===== src/rtl/core/lcd_timing_mode_controller_core_defines.svh =====
// Assertion macros for the LCD mode timing controller.
// Included by the top level; depends on nothing else.
`ifndef LCD_TIMING_MODE_CONTROLLER_CORE_DEFINES_SVH
`define LCD_TIMING_MODE_CONTROLLER_CORE_DEFINES_SVH

// The consequent must hold in the same cycle as the antecedent.
`define LTMC_ASSERT_SAME(label, clk, rst_n, ante, cons) \
    label: assert property (@(posedge clk) disable iff (!rst_n) (ante) |-> (cons)) \
        else $error("lcd timing controller check failed");

// The consequent must hold in the cycle after the antecedent.
`define LTMC_ASSERT_NEXT(label, clk, rst_n, ante, cons) \
    label: assert property (@(posedge clk) disable iff (!rst_n) (ante) |=> (cons)) \
        else $error("lcd timing controller check failed");

`endif


===== src/rtl/core/lcdtmc_pkg.sv =====
// Shared types and codes for the LCD mode timing controller.
// No dependencies.
package lcdtmc_pkg;

    typedef logic [1:0] t_mode;

    localparam t_mode MODE_HBLANK = 2'd0;
    localparam t_mode MODE_VBLANK = 2'd1;
    localparam t_mode MODE_OAM    = 2'd2;
    localparam t_mode MODE_DRAW   = 2'd3;

    // Register index, taken from paddr[2].
    localparam logic REG_LINE_COMPARE = 1'b0;
    localparam logic REG_COIN_ENABLE  = 1'b1;

    localparam int DATA_W = 32;
    localparam int ADDR_W = 3;

endpackage


===== src/rtl/core/lcd_timing_mode_controller_core.sv =====
// LCD mode timing controller: dot and line counters, mode, coincidence and strobes.
// A result is registered and presented in the cycle after its item is accepted.
// Throughput: one item per cycle while the output is not stalled; the output register frees up as its result is taken.
// Reset (synchronous, active low) clears the counters, the configuration registers and the output valid.
// Depends on lcdtmc_pkg and lcd_timing_mode_controller_core_defines.svh.
`include "lcd_timing_mode_controller_core_defines.svh"

module lcd_timing_mode_controller_core #(
    parameter int DOTS_PER_LINE = 456,
    parameter int VISIBLE_LINES = 144,
    parameter int LAST_LINE     = 153,
    parameter int SCAN_DOTS     = 80,
    parameter int DRAW_DOTS     = 172
) (
    input  logic                              i_clk,
    input  logic                              i_rst_n,
    // Input channel
    input  logic                              i_in_valid,
    output logic                              o_in_stall,
    input  logic                              i_advance,
    // Output channel
    output logic                              o_out_valid,
    input  logic                              i_out_stall,
    output logic [7:0]                        o_line,
    output logic [1:0]                        o_mode,
    output logic                              o_coincidence,
    output logic                              o_status_request,
    output logic                              o_vblank_request,
    output logic                              o_scan_start,
    output logic                              o_draw_start,
    // Configuration port
    input  logic                              psel,
    input  logic                              penable,
    input  logic                              pwrite,
    input  logic [lcdtmc_pkg::ADDR_W-1:0]     paddr,
    input  logic [lcdtmc_pkg::DATA_W-1:0]     pwdata,
    output logic [lcdtmc_pkg::DATA_W-1:0]     prdata,
    output logic                              pready
);

    localparam logic [8:0] DOTS_END   = 9'(DOTS_PER_LINE);
    localparam logic [8:0] SCAN_END   = 9'(SCAN_DOTS);
    localparam logic [8:0] DRAW_FIRST = 9'(SCAN_DOTS + 1);
    localparam logic [8:0] DRAW_END   = 9'(SCAN_DOTS + DRAW_DOTS);
    localparam logic [7:0] VIS_LINES  = 8'(VISIBLE_LINES);
    localparam logic [8:0] LAST_W     = 9'(LAST_LINE);

    // Configuration registers
    logic [7:0] r_line_compare;
    logic       r_coin_enable;

    // Timing state
    logic [8:0] r_dot_count, n_dot_count;
    logic [7:0] r_line_count, n_line_count;
    logic       r_last_coin, n_last_coin;

    // Result register
    logic       r_out_valid;
    logic [7:0] r_line;
    lcdtmc_pkg::t_mode r_mode, n_mode;
    logic       r_coin, n_coin;
    logic       r_stat_req, n_stat_req;
    logic       r_vb_req, n_vb_req;
    logic       r_scan, n_scan;
    logic       r_draw, n_draw;

    logic       in_accept;
    logic       cfg_write;
    logic [8:0] dot_inc;
    logic [8:0] line_inc;
    logic       visible;

    function automatic lcdtmc_pkg::t_mode mode_of(input logic [8:0] dot,
                                                  input logic [7:0] ln);
        lcdtmc_pkg::t_mode m;
        if ({1'b0, ln} >= 9'(VISIBLE_LINES) && {1'b0, ln} <= LAST_W) begin
            m = lcdtmc_pkg::MODE_VBLANK;
        end else if (dot >= 9'd1 && dot <= SCAN_END) begin
            m = lcdtmc_pkg::MODE_OAM;
        end else if (dot > SCAN_END && dot <= DRAW_END) begin
            m = lcdtmc_pkg::MODE_DRAW;
        end else begin
            m = lcdtmc_pkg::MODE_HBLANK;
        end
        return m;
    endfunction

    assign o_in_stall = r_out_valid && i_out_stall;
    assign in_accept  = i_in_valid && !o_in_stall;
    assign cfg_write  = psel && penable && pwrite && pready;
    assign pready     = 1'b1;

    always_comb begin
        unique case (paddr[2])
            lcdtmc_pkg::REG_LINE_COMPARE: prdata = {24'd0, r_line_compare};
            lcdtmc_pkg::REG_COIN_ENABLE:  prdata = {31'd0, r_coin_enable};
            default:                      prdata = '0;
        endcase
    end

    assign dot_inc  = r_dot_count + 9'd1;
    assign line_inc = {1'b0, r_line_count} + 9'd1;
    assign visible  = r_line_count < VIS_LINES;

    always_comb begin
        n_dot_count  = r_dot_count;
        n_line_count = r_line_count;
        n_last_coin  = r_last_coin;
        n_stat_req   = 1'b0;
        n_vb_req     = 1'b0;
        n_scan       = 1'b0;
        n_draw       = 1'b0;
        if (i_advance) begin
            n_scan = (dot_inc == 9'd1) && visible;
            n_draw = (dot_inc == DRAW_FIRST) && visible;
            // A wrap of the 9-bit counter also ends the line.
            if (dot_inc >= DOTS_END || dot_inc == 9'd0) begin
                n_dot_count = 9'd0;
                if (line_inc > LAST_W || line_inc > 9'd255) begin
                    n_line_count = 8'd0;
                end else begin
                    n_line_count = line_inc[7:0];
                end
                n_vb_req = (n_line_count == VIS_LINES);
            end else begin
                n_dot_count = dot_inc;
            end
            n_mode      = mode_of(n_dot_count, n_line_count);
            n_coin      = (n_line_count == r_line_compare);
            n_stat_req  = n_coin && !r_last_coin && r_coin_enable;
            n_last_coin = n_coin;
        end else begin
            n_mode = mode_of(r_dot_count, r_line_count);
            n_coin = (r_line_count == r_line_compare);
        end
    end

    always_ff @(posedge i_clk) begin
        if (!i_rst_n) begin
            r_line_compare <= 8'd0;
            r_coin_enable  <= 1'b0;
        end else if (cfg_write) begin
            unique case (paddr[2])
                lcdtmc_pkg::REG_LINE_COMPARE: r_line_compare <= pwdata[7:0];
                lcdtmc_pkg::REG_COIN_ENABLE:  r_coin_enable  <= pwdata[0];
                default: ;
            endcase
        end
    end

    always_ff @(posedge i_clk) begin
        if (!i_rst_n) begin
            r_dot_count  <= 9'd0;
            r_line_count <= 8'd0;
            r_last_coin  <= 1'b0;
            r_out_valid  <= 1'b0;
        end else begin
            if (in_accept) begin
                r_dot_count  <= n_dot_count;
                r_line_count <= n_line_count;
                r_last_coin  <= n_last_coin;
                r_out_valid  <= 1'b1;
            end else if (!i_out_stall) begin
                r_out_valid  <= 1'b0;
            end
        end
    end

    always_ff @(posedge i_clk) begin
        if (in_accept) begin
            r_line     <= n_line_count;
            r_mode     <= n_mode;
            r_coin     <= n_coin;
            r_stat_req <= n_stat_req;
            r_vb_req   <= n_vb_req;
            r_scan     <= n_scan;
            r_draw     <= n_draw;
        end
    end

    assign o_out_valid      = r_out_valid;
    assign o_line           = r_line;
    assign o_mode           = r_mode;
    assign o_coincidence    = r_coin;
    assign o_status_request = r_stat_req;
    assign o_vblank_request = r_vb_req;
    assign o_scan_start     = r_scan;
    assign o_draw_start     = r_draw;

    `LTMC_ASSERT_SAME(a_dot_in_range, i_clk, i_rst_n, 1'b1, r_dot_count < DOTS_END)
    `LTMC_ASSERT_SAME(a_line_in_range, i_clk, i_rst_n, 1'b1, {1'b0, r_line_count} <= LAST_W)
    `LTMC_ASSERT_SAME(a_vblank_line, i_clk, i_rst_n, o_out_valid && o_vblank_request, o_line == VIS_LINES)
    `LTMC_ASSERT_NEXT(a_scan_mode, i_clk, i_rst_n, in_accept && n_scan, r_mode == lcdtmc_pkg::MODE_OAM)

endmodule


===== config.mk =====
export PLATFORM = sky130hd
export DESIGN_NAME = lcd_timing_mode_controller_core
export DESIGN_NICKNAME = d
export VERILOG_FILES = /design/src/rtl/core/lcdtmc_pkg.sv /design/src/rtl/core/lcd_timing_mode_controller_core.sv
export VERILOG_INCLUDE_DIRS = /design/src /design/src/rtl/core
export SDC_FILE = /design/constraint.sdc
export NUM_CORES = 1
export LEC_CHECK = 0
export ABC_AREA = 1
export BUFFER_PORTS_ARGS = -buffer_cell sky130_fd_sc_hd__buf_2
export CAP_MARGIN = 15
export CORE_MARGIN = 2
export CORE_UTILIZATION = 55
export DETAILED_ROUTE_END_ITERATION = 10
export GPL_TIMING_DRIVEN = 0
export PLACE_DENSITY_LB_ADDON = 0.3
export SYNTH_ARGS = -nofsm -noshare
export SYNTH_HDL_FRONTEND = slang
export SYNTH_SLANG_ARGS = --single-unit
export TNS_END_PERCENT = 20

===== constraint.sdc =====
create_clock -name i_clk -period 4.95 [get_ports i_clk]
set_input_delay 0.7425 -clock i_clk [delete_from_list [all_inputs] [get_ports i_clk]]
set_output_delay 0.7425 -clock i_clk [all_outputs]
set_load 0.01 [all_outputs]

==> results of run 1 <==
## per-layer routing
layer	GRT usage, %	routed length (um)	vias up
met2	38.58	3392	151
met3	4.831	637	7
met5	0	0	-
li1	-	-	1600
met1	34.49	3503	1404
met4	6.102	53	0
## final timing paths
kind,endpoint,depth (start not counted),start,slack (ns)
min reg2reg,o_out_valid,2,o_out_valid,0.48
min,o_out_valid,2,o_out_valid,0.48
max,o_mode[0],19,r_dot_count[0],2.14
max reg2reg,o_mode[0],19,r_dot_count[0],2.14
## power breakdown
group          internal, mW  switching [mW]  total [mW]
clock                0.0989           0.119       0.218
combinational        0.0780           0.128       0.206
sequential            0.389          0.0162       0.405
total                 0.566           0.263       0.829
## worst min-delay path, stage by stage, from the launching register on
cell     delay (ns)
dfxtp_1        0.31
nand2_1        0.07
a21oi_1        0.05
## flip-flops by register name, indices dropped and copies added (netlist names), 2 cells and up
name and flops:
r_dot_count 9, r_line_compare 8, o_line 8, r_line_count 8, o_mode 2
## area by class of cell
class / count / area [um2] / area share [%]
Timing Repair Buffer: 41 / 211.5 / 5.725
Multi-Input combinational cell: 343 / 1793 / 48.54
Tap cell: 72 / 90.09 / 2.439
Inverter: 55 / 209.0 / 5.657
Clock buffer: 6 / 72.57 / 1.965
Clock inverter: 2 / 11.26 / 0.3049
Buffer: 41 / 295.3 / 7.995
Sequential cell: 43 / 1011 / 27.37
## logic make-up (layout without fill, tap and decap cells)
kind of cell,Yosys count,in the layout
AO/OA/AOI/OAI,79,79
XOR/XNOR,7,7
adder cells (fa/ha/maj),8,8
buffers and inverters,96,145
flip-flops,43,43
other,2,25
AND/OR/NAND/NOR,224,224
## layout by cell type (no fill, tap or decap), types with 2 or more instances in the layout
master,count
inv_4,2
nor4_1,3
buf_4,27
clkbuf_8,6
conb_1,25
dfxtp_1,28
nand2_2,12
edfxtp_1,15
clkbuf_1,9
o21ai_1,3
nor2_1,26
a21oi_1,33
nand4_1,14
inv_2,2
buf_2,41
nor3_1,5
nand3_1,42
nand3_2,5
nand2_1,94
o21ai_0,37
nand2_4,9
nor2_2,10
xor2_1,6
ha_1,8
inv_1,52
==> metrics.csv, run 1 <==
metric,value,unit
run_status,finished clean,
die_x,80.54,um
dp_hpwl,6170,um
final_antenna_net_count,0,
antenna_found_initial,0,
synthMuxAreaShare,0,%
cts_max_level,2,
power.total,0.8289,mW
cap_viol_max_count,0,
synth_edf_count,15,
cts_buffers,5,
nets,581,
post-route-util,66.26,%
critPathArrivalTime,2.87,ns
gp_congestion,0.9826,
die_area,6486,um2
rows,27,
grt_max_degree,17,
finalHoldViolCount,0,
setup_tns,0,ns
setup_viol_count_final,0,
fin_hold_ws,0.4772,ns
dieHeight,80.54,um
setup.worst_path.class,reg -> reg,
drv_slew,0,
final_cell_area,3694,um2
ir_drop,0.1247,mV
cts_tree,yes,
cts_resized,0,
grt.overflow.total,0,
diodes,0,
slowest_delay,0.59,ns
num_io_pins,93,
crit_top_cell,nand2_1,
ys_top_cells_by_count,"nand2_1, inv_1, nand3_1",
vias_per_cell,5.244,
wl_per_cell,12.58,um
synth_cell_types,40,
grt_usage,24.55,%
drt_iter0_drc,249,
worstSetupStartpointType,register,
yosys.area.top_type,dfxtp_1,
grt_pass1_wl,12580,um
cp-end-kind,register,
pre_cts_slack,1.714,ns
powerDensity,224.4,nW/um2
syn_avg_cell_area,7.019,um2
synthAdderAreaFrac,3.107,%
max_freq,0.3564,GHz
synth_most_common_cell,nand2_1,
placed_area,3598,um2
yosys_register_bits,43,
io_buffers,40,
skew,0.002163,ns
crit_fanout,10,
synth.area.top_cells,"dfxtp_1, edfxtp_1, nand2_1",
grt_pass1_vias,2792,
drive_above_1_share,23.35,%
instances_no_fill,603,
syn_area,3222,um2
rsz0062_at_grt,no,
placedCellCount,594,
worstSkewPairLatency,0.30,ns
cp_num_buf_inv,3,
clk_path_buf_depth,2,
cts.reportedPaths.clkPinSlew,0.08,ns
syn_inst,459,
post_cts_buffers,0,
synth-xor-area-share,1.903,%
fin_ws,2.145,ns
synth_ff_type,dfxtp_1,
synth_top_family_by_area,simple AND/OR/NAND/NOR gates,
synth_top_area_share,17.40,%
min_period_over_period,56.68,%
synthArstFlopShare,0,%
path_cells,ha_1 -> nand2_1 -> nor2_2 -> nand2_1 -> nand2_1 -> inv_1 -> nand2_2 -> nor2_4 -> nand2_4 -> nand2_4 -> inv_4 -> buf_8 -> nand2_1 -> nor2_1 -> nand4_1 -> nand4_1 -> nand2_1 -> nand2_1 -> nand2_1,
synth_seq_area_share,31.38,%
hold_class,reg -> reg,
cpLargestDelayFamily,simple AND/OR/NAND/NOR gates,
worstPathRequired,5.01,ns
hold_buffers,0,
ys_warn_count,0,
clock-sinks,43,
synth-compound-area-share,12.85,%
fin_crit,2.805,ns
vias,3162,
drc,0,
drtPass1Iterations,5,
syn_to_final_growth,14.64,%
cts_root_buffer,clkbuf_8,
synthSimpleGateAreaFrac,34.87,%
cpMaxStageDelayCell,dfxtp_1,
routed_wirelength,7587,um
core-area,5574,um2
p_leak,1.845,nW
fillers,518,
start_util,57.80,%
Note: power is estimated with default switching activity, not from simulation.
==> inputs of run 2 (changes only) <==
--- a/config.mk
+++ b/config.mk
@@ -10,7 +10,7 @@
 export BUFFER_PORTS_ARGS = -buffer_cell sky130_fd_sc_hd__buf_2
 export CAP_MARGIN = 15
 export CORE_MARGIN = 2
-export CORE_UTILIZATION = 55
+export CORE_UTILIZATION = 48
 export DETAILED_ROUTE_END_ITERATION = 10
 export GPL_TIMING_DRIVEN = 0
 export PLACE_DENSITY_LB_ADDON = 0.3
==> constraint.sdc (replaced) <==
create_clock -name i_clk -period 2.25 [get_ports i_clk]
set_input_delay 0.3375 -clock i_clk [delete_from_list [all_inputs] [get_ports i_clk]]
set_output_delay 0.3375 -clock i_clk [all_outputs]
set_load 0.01 [all_outputs]
==> run 2 against run 1 <==
The run now ends with setup timing left. Sequential power is 120% higher. Utilization up 1.6 points. Clock-buffer cell count unchanged. Final area grew 18%. Setup slack got worse by 2.4 ns. Routed wire length increased by 26%. Global-route usage grew 0.19 points. Combinational power grew to 2.9 times the previous value. Final cell count is 6.6% higher.
==> metrics.csv, run 2 (same netlist as run 1, synthesis figures left out) <==
metric,value,unit
run_status,"finished, violations left",
failed_checks,setup timing,
dp_hpwl,6335,um
pwr-share-comb,27.2,%
hold_buffers,0,
cts_buffers,5,
io_buffers,40,
start_util,50.17,%
crit_fanout,5,
wl_per_cell,14.90,um
post-route-util,67.82,%
power_frac_seq,39.9,%
final_cell_area,4355,um2
diodes,0,
max_freq,0.3930,GHz
gp_congestion,0.9258,
p_leak,2.094,nW
placed_area,3606,um2
worstPathRequired,2.42,ns
final_common_cell,nand2_1,
grt_pass1_vias,3140,
setup.worst_path.class,reg -> reg,
fillers,502,
internal-power,1.541,mW
min_period_over_period,113.1,%
rsz0062_at_grt,yes,
drt_iter0_drc,382,
finalHoldViolCount,0,
p_clk_share,33.0,%
die_x,85.93,um
antenna_found_initial,1,
regMostFlops,r_dot_count,
grt_pass1_wl,14550,um
critPathArrivalTime,2.71,ns
drtPass1Iterations,7,
die_area,7383,um2
final_antenna_net_count,0,
final_cell_mix,"nand2_1, buf_4, inv_1",
drv_slew,0,
cp-end-kind,register,
rows,29,
setup_tns,-1.179,ns
cts.reportedPaths.clkPinSlew,0.09,ns
num_io_pins,93,
grt.overflow.total,0,
worstSkewPairLatency,0.31,ns
drive_above_1_share,36.57,%
cts_max_level,2,
nets,616,
max_slew_margin,63.21,%
grt_usage,24.74,%
vias,3482,
syn_to_final_growth,35.18,%
fin_crit,2.545,ns
core-area,6422,um2
vias_per_cell,5.415,
skew,0.006893,ns
worstSetupStartpointType,register,
largest_reg_flops,9,
worst_pin_slew,0.5518,ns
clk_path_buf_depth,2,
drc,0,
fin_ws,-0.2948,ns
routed_wirelength,9580,um
ir_drop,0.2510,mV
fin_hold_ws,0.3104,ns
dieHeight,85.93,um
powerDensity,510.2,nW/um2
cts_root_buffer,clkbuf_8,
switching_share,30.66,%
setup_viol_count_final,5,
grt_max_degree,17,
cts_tree,yes,
clock-sinks,43,
power.switching,0.6814,mW
cap_viol_max_count,0,
hold_class,in -> reg,
==> run 2: cell count changes in the layout (fill, tap and decap cells not counted), moves of 6 or more <==
cell and delta:
buf_4 +28, nand2_1 -18, nand2_2 +10, nand3_1 -8
nor2_4 +8, dfxtp_1 -7, nand3_2 +6
==> run 2: metrics by stage <==
stage / total power, mW / setup slack (ns) / instances
3_5_place_dp: 1.356 / -0.5994 / 599
4_1_cts: 2.141 / -0.07474 / 628
2_1_floorplan: 1.238 / 0.01359 / 482
6_report: 2.222 / -0.2948 / 643
5_1_grt: 2.312 / -0.4055 / 643
3_3_place_gp: 1.348 / -0.5108 / 599
==> run 2: what timing repair did <==
item / CTS / global route
pin swaps: 26 / 32
setup buffers: 20 / 15
hold endpoints to repair: 0 / 0
gates cloned: 1 / 0
endpoints found under the setup margin: 25 / 10
gates resized for setup: 56 / 28
==> run 2: power by group through the flow <==
stage | combinational, mW | clock, mW | sequential [mW]
after floorplan | 0.325 | 0 | 0.912
after global placement | 0.442 | 0 | 0.906
after detailed placement | 0.448 | 0 | 0.908
after CTS | 0.524 | 0.732 | 0.885
after global routing | 0.655 | 0.765 | 0.891
final | 0.604 | 0.733 | 0.886
==> run 2: layout make-up <==
| type | count | area [um2] | share of cell area [%] |
|---|---|---|---|
| repair buffers | 76 | 521.8 | 11.98 |
| plain buffers | 41 | 301.5 | 6.923 |
| multi-input cells | 343 | 2056 | 47.20 |
| clock inverters | 2 | 60.06 | 1.379 |
| well taps | 77 | 96.34 | 2.212 |
| clock buffers | 6 | 72.57 | 1.666 |
| flip-flops and latches | 43 | 1032 | 23.70 |
| inverters | 55 | 215.2 | 4.941 |
==> run 2: worst paths after layout <==
kind                       end            start  slack (ns)  depth (start not counted)
max           o_status_request  r_line_count[0]       -0.29                         16
min          r_line_compare[5]        pwdata[5]        0.31                          3
max reg2reg   o_status_request  r_line_count[0]       -0.29                         16
min reg2reg      r_coin_enable    r_coin_enable        0.47                          2
==> run 2: metal layers <==
layer / GRT usage [%] / routed length, um / up-vias
met2: 40.17 / 4445 / 201
met1: 32.68 / 4122 / 1572
met3: 5.294 / 790 / 32
met5: 0 / 7 / -
li1: - / - / 1675
met4: 8.081 / 214 / 2
==> run 2: worst max-delay path: stages, from the launching register on <==
cell	delay (ns)
dfxtp_4	0.40
clkinvlp_4	0.17
ha_4	0.32
nor2_1	0.05
o21ai_0	0.22
nand2_1	0.11
inv_1	0.08
nor2_1	0.05
nand3_1	0.11
nand2_1	0.11
nand2_2	0.14
nand2_1	0.08
nand2_1	0.08
nand3_2	0.09
nor2_4	0.16
nand3_4	0.11
nor2_4	0.13
==> inputs of run 3 (changes only) <==
--- a/config.mk
+++ b/config.mk
@@ -6,7 +6,6 @@
 export SDC_FILE = /design/constraint.sdc
 export NUM_CORES = 1
 export LEC_CHECK = 0
-export ABC_AREA = 1
 export BUFFER_PORTS_ARGS = -buffer_cell sky130_fd_sc_hd__buf_2
 export CAP_MARGIN = 15
 export CORE_MARGIN = 2
==> run 3 against run 2 <==
The run still ends with setup timing left. Area after synthesis up 4.7%. Sequential cell count unchanged. Clock-buffer cell count fell by 1. Routed wire length rose by 2.0%. Critical path depth down 4. Clock power shrank 27%. Utilization down 0.47 points. Largest cell class unchanged. Fmax fell by 13%. Highest routed layer is now met4. Setup slack got worse by 0.37 ns.
==> metrics.csv, run 3 <==
metric,value,unit
run_status,"finished, violations left",
failed_checks,setup timing,
syn_inst,431,
grt_max_degree,17,
r2r_slack,-0.66,ns
drv_slew,0,
syn_avg_cell_area,7.829,um2
syn_area,3374,um2
synth_cell_types,63,
synthAdderAreaFrac,2.966,%
whs_endpoint,o_out_valid,
setup_viol_count_final,26,
vias,3546,
grt_usage,24.64,%
post-route-util,67.35,%
dp_hpwl,6611,um
nets,579,
fin_crit,2.914,ns
vias_per_cell,5.674,
worst_pin_slew,0.7396,ns
synth_most_common_cell,nand2_1,
rr_startpoint,r_line_count[0],
synthArstFlopShare,0,%
cp_num_buf_inv,2,
rr_worst_depth,12,
ir_drop,0.2908,mV
yosys.area.top_type,dfxtp_1,
synth_seq_area_share,29.96,%
start_util,49.67,%
dieHeight,87.85,um
fin_ws,-0.6639,ns
cts_buffers,5,
synth-compound-area-share,19.95,%
final_antenna_net_count,0,
num_io_pins,93,
clock-sinks,43,
cts_tree,yes,
synth_top_area_share,16.61,%
rsz0062_at_grt,yes,
die_area,7717,um2
grt_pass1_vias,3015,
rr_endpoint,o_mode[1],
ys_warn_count,0,
cp-end-kind,register,
skew,0.008739,ns
drc,0,
clk_path_buf_depth,2,
finalHoldViolCount,0,
regMostFlops,r_dot_count,
cts_max_level,2,
antenna_found_initial,0,
cpLargestDelayFamily,compound AO/OA/AOI/OAI gates,
drt_iter0_drc,456,
hold_buffers,0,
p_leak,1.850,nW
worstPathRequired,2.32,ns
min_period_over_period,129.5,%
setup.worst_path.class,reg -> reg,
powerDensity,377.5,nW/um2
cts.reportedPaths.clkPinSlew,0.09,ns
largest_reg_flops,9,
hold_class,in -> reg,
max_freq,0.3432,GHz
syn_to_final_growth,35.60,%
critPathArrivalTime,2.98,ns
slowest_delay,0.39,ns
max_slew_margin,50.69,%
crit_fanout,4,
diodes,0,
worstSetupStartpointType,register,
grt_pass1_wl,14900,um
pre_cts_slack,-0.8695,ns
wl_per_cell,15.63,um
synthSimpleGateAreaFrac,27.18,%
setup_tns,-7.114,ns
synth_edf_count,15,
hold_start,i_in_valid,
synth-xor-area-share,7.749,%
final_common_cell,buf_4,
core-area,6794,um2
cpMaxStageDelayCell,dfxtp_4,
path_cells,clkbuf_16 -> inv_4 -> ha_4 -> nor2b_2 -> o21a_1 -> o311a_4 -> o31ai_4 -> a21oi_2 -> a221oi_4 -> a221o_1 -> nand4_1 -> a32o_1,
die_x,87.85,um
final_cell_mix,"buf_4, nand2_1, buf_2",
gp_congestion,0.9679,
cap_viol_max_count,0,
synth.area.top_cells,"dfxtp_1, edfxtp_1, nand2_1",
hold_depth,2,
drive_above_1_share,34.78,%
synth_ff_type,dfxtp_1,
rows,30,
ys_top_cells_by_count,"nand2_1, buf_4, dfxtp_1",
worstSkewPairLatency,0.31,ns
synthMuxAreaShare,1.224,%
cts_root_buffer,clkbuf_8,
drtPass1Iterations,5,
synth_top_family_by_area,simple AND/OR/NAND/NOR gates,
io_buffers,40,
routed_wirelength,9768,um
grt.overflow.total,0,
yosys_register_bits,43,
==> run 3: cells by family (layout without fill, tap and decap cells) <==
logic type	after synthesis	in the layout
AO/OA/AOI/OAI	96	96
XOR/XNOR	29	29
adder cells (fa/ha/maj)	8	8
buffers and inverters	67	142
flip-flops	43	43
multiplexers	4	4
other	2	25
AND/OR/NAND/NOR	182	182
==> run 3: timing repair <==
item | 4_1_cts | 5_1_grt
resized for setup | 80 | 22
buffers inserted | 20 | 10
cloned | 0 | 0
pin swaps | 24 | 14
setup endpoints to repair | 30 | 30
==> run 3: power breakdown <==
part | switching, mW | internal (mW) | total, mW
Sequential | 0.0156 | 0.835 | 0.851
Combinational | 0.195 | 0.149 | 0.344
Clock | 0.309 | 0.224 | 0.532
Total | 0.520 | 1.21 | 1.73
==> run 3: routing by layer <==
layer  GRT usage [%]  wire (um)  vias to the layer above  share of wire (%)
li1                -          -                     1677                  -
met1           34.90       4242                     1617                 43
met2           37.67       4406                      223                 45
met3           5.184        907                       29                9.3
met4           7.692        212                        0                2.2
met5               0          0                        -                  0
==> run 3: worst max-delay path by stage <==
stage,start,end,depth (start not counted)
2_1_floorplan,r_line_count[0],o_mode[1],12
3_3_place_gp,r_line_count[0],o_mode[1],12
3_5_place_dp,r_line_count[0],o_mode[1],11
4_1_cts,r_line_count[0],o_mode[1],12
5_1_grt,r_line_count[0],o_status_request,12
6_report,r_line_count[0],o_mode[1],12
==> run 3: layout make-up <==
cell class                 count  area, um2
timing repair buffer          70      432.9
clock buffer                   5      68.82
tap                           96      120.1
clock inverter                 3      22.52
inverter                      10      41.29
sequential                    43       1027
multi-input combinational    344       2486
buffer                        54      376.6
fill                         536       2218
==> run 3: stage by stage <==
stage	instances	hold WS (ns)	total power, mW	instance area (um2)
floorplan	454	0.4564	1.083	3537
global placement	590	0.4754	1.159	3857
detailed placement	590	0.4798	1.164	3857
CTS	616	0.2593	1.712	4403
global route	625	0.2664	1.795	4576
finish	625	0.2639	1.728	4576
